$ cat config.mk
export PLATFORM = sky130hd
export DESIGN_NAME = key_set_swap_remove_table
export DESIGN_NICKNAME = d
export VERILOG_FILES = /design/src/hdl/kssr_pkg.sv /design/src/hdl/key_set_swap_remove_table.sv /design/src/hdl/kssr_store.sv /design/src/hdl/kssr_seq.sv
export SDC_FILE = /design/constraint.sdc
export NUM_CORES = 1
export LEC_CHECK = 0
export ABC_CLOCK_PERIOD_IN_PS = 4400
export BUFFER_PORTS_ARGS = -buffer_cell sky130_fd_sc_hd__buf_2
export CAP_MARGIN = 40
export CORE_AREA = 10 10 190 192
export DETAILED_ROUTE_END_ITERATION = 6
export DIE_AREA = 0 0 200 202
export MAX_ROUTING_LAYER = met4
export PLACE_DENSITY = 0.62
export SLEW_MARGIN = 20
export SYNTH_ARGS = -nofsm -noshare
export SYNTH_HDL_FRONTEND = slang
export SYNTH_SLANG_ARGS = --single-unit
$ cat constraint.sdc
create_clock -name clock -period 4.4 [get_ports clock]
set_input_delay 0.66 -clock clock [delete_from_list [all_inputs] [get_ports clock]]
set_output_delay 0.66 -clock clock [all_outputs]
set_load 0.005 [all_outputs]
$ cat src/hdl/kssr_pkg.sv
// ----------------------------------------------------------------------------
// kssr_pkg: shared types and constants of the key set table
// Opcodes, status codes, sequencer states and the request/response words.
// ----------------------------------------------------------------------------
package kssr_pkg;

   // default sizes handed to the top level
   localparam int KSSR_TABLE_DEPTH = 16;
   localparam int KSSR_KEY_BITS    = 16;

   // fixed field widths of the ports
   localparam int REQ_KEY_BITS   = 16;
   localparam int EVENT_BITS     = 16;
   localparam int KEY_BITS_MAX   = 32;
   localparam int CAP_BITS       = 5;
   localparam int COUNT_OUT_BITS = 5;
   localparam int CSR_DATA_BITS  = 16;
   localparam int CSR_INDEX_BITS = 1;

   // register reset values and the listener event mask (POLLIN | POLLHUP)
   localparam logic [CAP_BITS-1:0]       CAPACITY_RESET     = 5'd16;
   localparam logic [REQ_KEY_BITS-1:0]   LISTENER_KEY_RESET = 16'h0000;
   localparam logic [EVENT_BITS-1:0]     LISTEN_EVENTS      = 16'h0011;

   // configuration register indexes
   localparam logic [CSR_INDEX_BITS-1:0] CSR_CAPACITY     = 1'b0;
   localparam logic [CSR_INDEX_BITS-1:0] CSR_LISTENER_KEY = 1'b1;

   typedef enum logic [1:0] {
      OP_INIT   = 2'd0,
      OP_PUSH   = 2'd1,
      OP_POP    = 2'd2,
      OP_REMOVE = 2'd3
   } opcode_type;

   typedef enum logic [2:0] {
      STATUS_OK       = 3'd0,
      STATUS_FULL     = 3'd1,
      STATUS_EMPTY    = 3'd2,
      STATUS_NEG_KEY  = 3'd3,
      STATUS_NOT_FOUND = 3'd4
   } status_type;

   typedef enum logic [2:0] {
      ST_IDLE,
      ST_READ,
      ST_COMPARE,
      ST_FETCH_LAST,
      ST_MOVE
   } state_type;

   typedef struct packed {
      opcode_type                     opcode;
      logic signed [REQ_KEY_BITS-1:0] entry_key;
      logic [EVENT_BITS-1:0]          entry_events;
      logic [EVENT_BITS-1:0]          entry_returned;
   } req_type;

   typedef struct packed {
      status_type                  status;
      logic [COUNT_OUT_BITS-1:0]   count_after;
   } rsp_type;

endpackage

$ cat src/hdl/key_set_swap_remove_table.sv
// ----------------------------------------------------------------------------
// key_set_swap_remove_table: unordered key table with swap-remove
// Holds configuration registers and joins the sequencer to the entry memory.
// ----------------------------------------------------------------------------
// answer: init, push, pop and rejected removes answer in the cycle after start
// and keep busy low, so one may be issued every cycle
// remove: the single key comparator examines each entry in a read and a compare
// state, then the swap passes a fetch-last and a move state; busy falls with
// rsp_valid, so the next word may be taken in the response cycle
// reset: count cleared, capacity 16, listener key 0; no clearing pass
// results are a one-cycle strobe; the receiver cannot stall
module key_set_swap_remove_table
   import kssr_pkg::*;
#(
   parameter int TABLE_DEPTH = KSSR_TABLE_DEPTH,
   parameter int KEY_BITS    = KSSR_KEY_BITS
) (
   input  logic                      clock,
   input  logic                      reset,
   input  logic                      start,
   output logic                      busy,
   input  req_type                   req_word,
   output logic                      rsp_valid,
   output rsp_type                   rsp_word,
   input  logic                      csr_we,
   input  logic [CSR_INDEX_BITS-1:0] csr_index,
   input  logic [CSR_DATA_BITS-1:0]  csr_wdata
);

   localparam int IW         = $clog2(TABLE_DEPTH);
   localparam int ENTRY_BITS = KEY_BITS + 2 * EVENT_BITS;

   logic [CAP_BITS-1:0]     capacity_ff;
   logic [REQ_KEY_BITS-1:0] listener_key_ff;

   logic [IW-1:0]           mem_rd_addr;
   logic [ENTRY_BITS-1:0]   mem_rd_data;
   logic                    mem_wr_en;
   logic [IW-1:0]           mem_wr_addr;
   logic [ENTRY_BITS-1:0]   mem_wr_data;

   // configuration registers
   always_ff @(posedge clock) begin
      if (reset) begin
         capacity_ff     <= CAPACITY_RESET;
         listener_key_ff <= LISTENER_KEY_RESET;
      end else if (csr_we) begin
         unique case (csr_index)
            CSR_CAPACITY:     capacity_ff     <= csr_wdata[CAP_BITS-1:0];
            CSR_LISTENER_KEY: listener_key_ff <= csr_wdata[REQ_KEY_BITS-1:0];
            default: begin
               capacity_ff <= capacity_ff;
            end
         endcase
      end
   end

   // sequencer and comparator
   kssr_seq #(
      .TABLE_DEPTH (TABLE_DEPTH),
      .KEY_BITS    (KEY_BITS)
   ) u_seq (
      .clock        (clock),
      .reset        (reset),
      .start        (start),
      .req          (req_word),
      .capacity     (capacity_ff),
      .listener_key (listener_key_ff),
      .busy         (busy),
      .rsp_valid    (rsp_valid),
      .rsp          (rsp_word),
      .mem_rd_addr  (mem_rd_addr),
      .mem_rd_data  (mem_rd_data),
      .mem_wr_en    (mem_wr_en),
      .mem_wr_addr  (mem_wr_addr),
      .mem_wr_data  (mem_wr_data)
   );

   // entry memory
   kssr_store #(
      .TABLE_DEPTH (TABLE_DEPTH),
      .ENTRY_BITS  (ENTRY_BITS)
   ) u_store (
      .clock   (clock),
      .wr_en   (mem_wr_en),
      .wr_addr (mem_wr_addr),
      .wr_data (mem_wr_data),
      .rd_addr (mem_rd_addr),
      .rd_data (mem_rd_data)
   );

endmodule

$ cat src/hdl/kssr_store.sv
// ----------------------------------------------------------------------------
// kssr_store: entry memory of the key set table
// One write port and one read port with registered read data.
// ----------------------------------------------------------------------------
module kssr_store #(
   parameter int TABLE_DEPTH = 16,
   parameter int ENTRY_BITS  = 48
) (
   input  logic                           clock,
   input  logic                           wr_en,
   input  logic [$clog2(TABLE_DEPTH)-1:0] wr_addr,
   input  logic [ENTRY_BITS-1:0]          wr_data,
   input  logic [$clog2(TABLE_DEPTH)-1:0] rd_addr,
   output logic [ENTRY_BITS-1:0]          rd_data
);

   logic [ENTRY_BITS-1:0] mem [TABLE_DEPTH];
   logic [ENTRY_BITS-1:0] rd_data_ff;

   // write port
   always_ff @(posedge clock) begin
      if (wr_en) begin
         mem[wr_addr] <= wr_data;
      end
   end

   // registered read port
   always_ff @(posedge clock) begin
      rd_data_ff <= mem[rd_addr];
   end

   assign rd_data = rd_data_ff;

endmodule

$ cat src/hdl/kssr_seq.sv
// ----------------------------------------------------------------------------
// kssr_seq: operation sequencer with the shared key comparator
// Handles init, push and pop at once and walks the table for remove.
// ----------------------------------------------------------------------------
module kssr_seq
   import kssr_pkg::*;
#(
   parameter int TABLE_DEPTH = KSSR_TABLE_DEPTH,
   parameter int KEY_BITS    = KSSR_KEY_BITS
) (
   input  logic                                      clock,
   input  logic                                      reset,
   input  logic                                      start,
   input  req_type                                   req,
   input  logic [CAP_BITS-1:0]                       capacity,
   input  logic [REQ_KEY_BITS-1:0]                   listener_key,
   output logic                                      busy,
   output logic                                      rsp_valid,
   output rsp_type                                   rsp,
   output logic [$clog2(TABLE_DEPTH)-1:0]            mem_rd_addr,
   input  logic [KEY_BITS+2*EVENT_BITS-1:0]          mem_rd_data,
   output logic                                      mem_wr_en,
   output logic [$clog2(TABLE_DEPTH)-1:0]            mem_wr_addr,
   output logic [KEY_BITS+2*EVENT_BITS-1:0]          mem_wr_data
);

   localparam int IW         = $clog2(TABLE_DEPTH);
   localparam int CW         = $clog2(TABLE_DEPTH + 1);
   localparam int CMP_BITS   = (CW > CAP_BITS) ? CW : CAP_BITS;
   localparam int ENTRY_BITS = KEY_BITS + 2 * EVENT_BITS;

   state_type             state_ff, state_in;
   logic [IW-1:0]         idx_ff, idx_in;
   logic [CW-1:0]         count_ff, count_in;
   logic [KEY_BITS-1:0]   key_ff, key_in;
   logic                  rsp_valid_ff, rsp_valid_in;
   rsp_type               rsp_ff, rsp_in;

   logic                  accept;
   logic [CW-1:0]         count_dec;
   logic [IW-1:0]         last_idx;
   logic [CAP_BITS-1:0]   cap_eff;
   logic                  full;
   logic                  match;
   logic                  at_last;
   logic [CMP_BITS-1:0]   count_in_ext;
   logic [CMP_BITS-1:0]   count_ff_ext;

   // sign-extend a 16-bit key, then keep the stored key width
   function automatic logic [KEY_BITS-1:0] key_of(input logic [REQ_KEY_BITS-1:0] raw);
      logic [REQ_KEY_BITS+KEY_BITS_MAX-1:0] ext;
      ext = {{KEY_BITS_MAX{raw[REQ_KEY_BITS-1]}}, raw};
      return ext[KEY_BITS-1:0];
   endfunction

   // shared compare unit and count helpers
   assign accept    = start && (state_ff == ST_IDLE);
   assign count_dec = count_ff - 1'b1;
   assign last_idx  = count_dec[IW-1:0];
   assign at_last   = (idx_ff == last_idx);
   assign match     = (mem_rd_data[ENTRY_BITS-1 -: KEY_BITS] == key_ff);
   assign cap_eff   = (capacity == '0) ? CAP_BITS'(1) : capacity;
   assign full      = (count_ff >= CW'(TABLE_DEPTH)) ||
                      (CMP_BITS'(count_ff) >= CMP_BITS'(cap_eff));
   assign count_in_ext = CMP_BITS'(count_in);
   assign count_ff_ext = CMP_BITS'(count_ff);

   // next state
   always_comb begin
      state_in = state_ff;
      unique case (state_ff)
         ST_IDLE: begin
            if (accept && (req.opcode == OP_REMOVE) && !req.entry_key[REQ_KEY_BITS-1] &&
                (count_ff != '0)) begin
               state_in = ST_READ;
            end
         end
         ST_READ: begin
            state_in = ST_COMPARE;
         end
         ST_COMPARE: begin
            if (match) begin
               state_in = at_last ? ST_IDLE : ST_FETCH_LAST;
            end else begin
               state_in = at_last ? ST_IDLE : ST_READ;
            end
         end
         ST_FETCH_LAST: begin
            state_in = ST_MOVE;
         end
         ST_MOVE: begin
            state_in = ST_IDLE;
         end
         default: begin
            state_in = ST_IDLE;
         end
      endcase
   end

   // outputs and datapath
   always_comb begin
      idx_in             = idx_ff;
      count_in           = count_ff;
      key_in             = key_ff;
      rsp_valid_in       = 1'b0;
      rsp_in.status      = STATUS_OK;
      rsp_in.count_after = '0;
      mem_rd_addr        = idx_ff;
      mem_wr_en          = 1'b0;
      mem_wr_addr        = count_ff[IW-1:0];
      mem_wr_data        = {key_of(req.entry_key), req.entry_events, req.entry_returned};
      unique case (state_ff)
         ST_IDLE: begin
            if (accept) begin
               rsp_valid_in = 1'b1;
               unique case (req.opcode)
                  OP_INIT: begin
                     mem_wr_en   = 1'b1;
                     mem_wr_addr = '0;
                     mem_wr_data = {key_of(listener_key), LISTEN_EVENTS,
                                    {EVENT_BITS{1'b0}}};
                     count_in    = CW'(1);
                  end
                  OP_PUSH: begin
                     if (full) begin
                        rsp_in.status = STATUS_FULL;
                     end else begin
                        mem_wr_en = 1'b1;
                        count_in  = CW'(count_ff + 1'b1);
                     end
                  end
                  OP_POP: begin
                     if (count_ff == '0) begin
                        rsp_in.status = STATUS_EMPTY;
                     end else begin
                        count_in = count_dec;
                     end
                  end
                  OP_REMOVE: begin
                     if (req.entry_key[REQ_KEY_BITS-1]) begin
                        rsp_in.status = STATUS_NEG_KEY;
                     end else if (count_ff == '0) begin
                        rsp_in.status = STATUS_NOT_FOUND;
                     end else begin
                        rsp_valid_in = 1'b0;
                        idx_in       = '0;
                        key_in       = key_of(req.entry_key);
                     end
                  end
                  default: begin
                     rsp_valid_in = 1'b1;
                  end
               endcase
            end
         end
         ST_READ: begin
            mem_rd_addr = idx_ff;
         end
         ST_COMPARE: begin
            if (match) begin
               if (at_last) begin
                  count_in     = count_dec;
                  rsp_valid_in = 1'b1;
               end
            end else if (at_last) begin
               rsp_valid_in  = 1'b1;
               rsp_in.status = STATUS_NOT_FOUND;
            end else begin
               idx_in = IW'(idx_ff + 1'b1);
            end
         end
         ST_FETCH_LAST: begin
            mem_rd_addr = last_idx;
         end
         ST_MOVE: begin
            // last entry overwrites the matched slot, then drop the last
            mem_wr_en    = 1'b1;
            mem_wr_addr  = idx_ff;
            mem_wr_data  = mem_rd_data;
            count_in     = count_dec;
            rsp_valid_in = 1'b1;
         end
         default: begin
            rsp_valid_in = 1'b0;
         end
      endcase
      rsp_in.count_after = count_in_ext[COUNT_OUT_BITS-1:0];
   end

   // control registers
   always_ff @(posedge clock) begin
      if (reset) begin
         state_ff     <= ST_IDLE;
         count_ff     <= '0;
         rsp_valid_ff <= 1'b0;
      end else begin
         state_ff     <= state_in;
         count_ff     <= count_in;
         rsp_valid_ff <= rsp_valid_in;
      end
   end

   // payload registers
   always_ff @(posedge clock) begin
      idx_ff <= idx_in;
      key_ff <= key_in;
      rsp_ff <= rsp_in;
   end

   assign busy      = (state_ff != ST_IDLE);
   assign rsp_valid = rsp_valid_ff;
   assign rsp       = rsp_ff;

`ifndef ASSERT_OFF
   a_count_bound: assert property (@(posedge clock) disable iff (reset)
      count_ff <= CW'(TABLE_DEPTH))
      else $error("entry count above table depth");

   a_compare_after_read: assert property (@(posedge clock) disable iff (reset)
      (state_ff == ST_COMPARE) |-> ($past(state_ff) == ST_READ))
      else $error("compare without a preceding read");

   a_move_below_last: assert property (@(posedge clock) disable iff (reset)
      (state_ff == ST_MOVE) |-> (idx_ff < last_idx))
      else $error("move targets the last slot");

   a_rsp_count: assert property (@(posedge clock) disable iff (reset)
      rsp_valid_ff |-> (rsp_ff.count_after == count_ff_ext[COUNT_OUT_BITS-1:0]))
      else $error("reported count differs from table count");
`endif

endmodule

==> flow_summary.ini <==
[status]
outcome = completed

[timing]
timing.final.crit_share_pct = 79.3
timing.setup.tns_ns = 0
grt_setup_unrepaired = false
period_minus_slack_ns = 3.49
final_max_slew_viol_count = 0
worst_slew_pin_slew_ns = 0.792
relSlewSlack_pct = 47.0
fin_skew_ns = 0.0159
final_report_setup_violation_count = 0
max_clock_freq_mhz = 286
worst_slack_ns = 0.909
final_hold_viols = 0

[routing]
route.final.wire_length_mm = 31.8
route.detailed.drc = 0
detail_route.first_pass.iterations = 5
avgRoutedWirePerCell_um = 19.8
number_of_drc_violations_after_detailed_routing_iteration_0 = 695
route.antenna.remaining_nets = 0
total_vias_in_the_final_route = 8819
detail_route.vias_per_cell = 5.49

[worst_hold_path]
hp-start = req_word[37]
min-delay-path-class = in2reg
worst_hold_path.endpoint = u_seq.key_ff[5]
hold_path_depth = 1

[placement]
port-buffer-count = 48
dp_hpwl_mm = 19.3
dp.cells = 1544
place_worst_setup_slack_ns = 0.934
gp_congestion = 0.894
place_area_um2 = 14600

[clock_tree]
clk_pin_slew_ns = 0.06
tritoncts_clock_tree = built
cts-root-to-sink-buffers = 3
clockRootBuffer = clkbuf_16
post-cts-setup-buffers = 0
cts.htree.levels = 2
postCtsHoldBufs = 0
clk-insertion-delay-late_ns = 0.52
cts_buffers = 34
cts_resized = 0
clock_sinks = 329

[synth]
asyncSetResetFlopFracSynth_pct = 0
yosys_register_bits = 329
synth_edf_count = 275
synth_area_um2 = 13800
syn_inst = 1099
synthesis.area_per_instance_um2 = 12.5
ys.warnings.count = 0
synth_sequential_area_ratio_pct = 67.9
netlist-cell-type-count = 63
yosys_most_used_dff = edfxtp_1
post_synthesis_net_count = 1179

[worst_setup_path]
crit_path_start = u_seq.count_ff[2]
endpoint_kind = flip-flop
worstSetupPathType = reg2reg
worst_endpoint_required_time_ns = 4.60
worstRegToRegCells = 9
cp_max_fo = 15
critical_path_arrival_ns = 3.69
r2r_slack_ns = 0.91
r2r-end = u_store.mem[1][40]
cp-start-kind = flip-flop
timing.rr.start = u_seq.count_ff[2]

[finish]
utilization_pct = 48.7
drive_above_1_share_pct = 14.2
register_area_um2 = 9340
multiInputGateArea_um2 = 4080
antennaDiodeCount = 0
fillers = 2792
area_growth_pct = 14.3
finalInstanceArea_um2 = 15700
post_layout_nonfiller_instances = 1605
final_nets = 1219

[floorplan]
row_count = 66
floorplan.core_area_um2 = 32300
start_util_pct = 42.6
design.die.area_um2 = 40400
die_w_um = 200
ios = 81
fp.dieH_um = 202

[global_route]
antenna_found_initial = 0
grt_pass1_wl_mm = 49.6
grt_pass1_vias = 8646
maximum_number_of_pins_on_one_net_before_global_route_repair = 129
globalRouteTotalUtil_pct = 16.0
overflow = 0

[power]
vdd_ir_drop_max_v = 0.000246
p_per_area_nw_per_um2 = 423
p_leak_nw = 5.36

[job]
maxCapViolations = 0
-- cell type report --
cell class	count	share of cell area [%]
multi-input cells	663	26.0
well taps	442	3.52
clock buffers	46	6.11
inverters	29	0.692
flip-flops and latches	329	59.4
clock inverters	14	0.756
repair buffers	82	3.55
-- stage by stage --
stage | total power [mW] | hold WS [ns]
6_report | 6.65 | 0.343
5_1_grt | 6.88 | 0.335
4_1_cts | 6.71 | 0.325
3_5_place_dp | 3.96 | 0.451
3_3_place_gp | 3.95 | 0.448
2_1_floorplan | 3.80 | 0.436
-- worst max-delay path, cell delays in order, from the launching register on --
cell and delay, ns:
dfxtp_1 0.67, ha_1 0.35, a21o_1 0.18, a31oi_1 0.17, o211a_1 0.38, a21oi_1 0.11, o32ai_1 0.32, nand2_1 0.26
nor2_2 0.38, buf_4 0.33
-- state kept, by name (all words and copies together) (netlist names) --
register	cells
capacity_ff	5
listener_key_ff	16
u_seq.count_ff	5
u_seq.idx_ff	4
u_seq.key_ff	15
u_seq.rsp	8
u_seq.rsp_valid	1
u_seq.state_ff	3
u_store.mem	256
u_store.rd_data	16
-- Yosys cell counts (2+ instances only) --
cell type / instances / area, um2
a211oi_1: 82 / 616
a21o_1: 2 / 15.0
a21oi_1: 61 / 305
a222oi_1: 16 / 160
a311oi_1: 32 / 280
a31oi_1: 40 / 250
a32o_1: 2 / 20.0
and2_0: 17 / 106
and2_1: 51 / 319
buf_1: 3 / 11.3
buf_2: 20 / 100
clkbuf_1: 55 / 206
dfxtp_1: 54 / 1080
edfxtp_1: 275 / 8260
ha_1: 9 / 113
inv_1: 29 / 109
mux2_2: 2 / 22.5
mux2i_1: 5 / 50.1
nand2_1: 188 / 706
nand2b_1: 4 / 25.0
nand3_1: 6 / 30.0
nand4_1: 4 / 25.0
nor2_1: 45 / 169
nor3_1: 11 / 55.1
nor3_2: 2 / 20.0
nor4_1: 6 / 37.5
nor4b_1: 2 / 17.5
o21a_1: 3 / 22.5
o21ai_0: 10 / 50.1
o21ai_1: 3 / 15.0
o22ai_1: 2 / 12.5
or3_1: 4 / 25.0
xnor2_1: 7 / 61.3
xor2_1: 18 / 158
-- cells in the final DEF, fill, tap and decap left out, types with 3 or more instances in the layout --
master     instances
clkinv_2           5
a311oi_1          32
edfxtp_1         275
o21ai_0            8
dfxtp_1           54
nand2b_1           4
nand2_1          188
clkbuf_1           6
and2_1            51
clkinv_1           4
inv_1             29
xor2_1            18
or3_1              4
nor3_1            11
buf_2             49
and2_0            17
xnor2_1            7
ha_1               9
a31oi_1           40
o21a_1             3
nand4_1            4
buf_12             4
mux2i_1            4
a21oi_1           60
a222oi_1          16
clkbuf_16         35
nand3_1            6
a211oi_1          82
nor2_2            16
buf_4             27
clkbuf_8           4
nor2_1            29
nor4_1             6
-- layer usage --
metal / GRT usage (%) / wire length [um]
met5: - / 0
met4: 4.19 / 616
met3: 2.94 / 1850
met2: 24.1 / 14600
met1: 21.9 / 14800
-- worst max-delay path by stage --
| stage | to | cells after the start |
|---|---|---|
| 6_report | u_store.mem[1][40] | 9 |
| 5_1_grt | u_store.mem[1][41] | 9 |
| 4_1_cts | u_store.mem[1][41] | 9 |
| 3_5_place_dp | u_store.mem[1][40] | 9 |
| 3_3_place_gp | u_store.mem[1][46] | 9 |
| 2_1_floorplan | u_store.mem[0][32] | 11 |
-- cell families after synthesis --
family | after synthesis | share of synthesized area (%)
AO/OA/AOI/OAI | 269 | 13.7
buffers and inverters | 107 | 3.10
AND/OR/NAND/NOR | 352 | 12.2
flip-flops | 329 | 67.9
XOR/XNOR | 26 | 1.76
multiplexers | 7 | 0.528
adder cells (fa/ha/maj) | 9 | 0.819
-- report_power, final --
part           switching [mW]  internal, mW  leakage [nW]
Combinational           0.281         0.140          1.90
Sequential             0.0290          3.44          2.93
Clock                    1.15          1.60         0.530
Total                    1.46          5.18          5.36
Note: power is estimated with default switching activity, not from simulation.
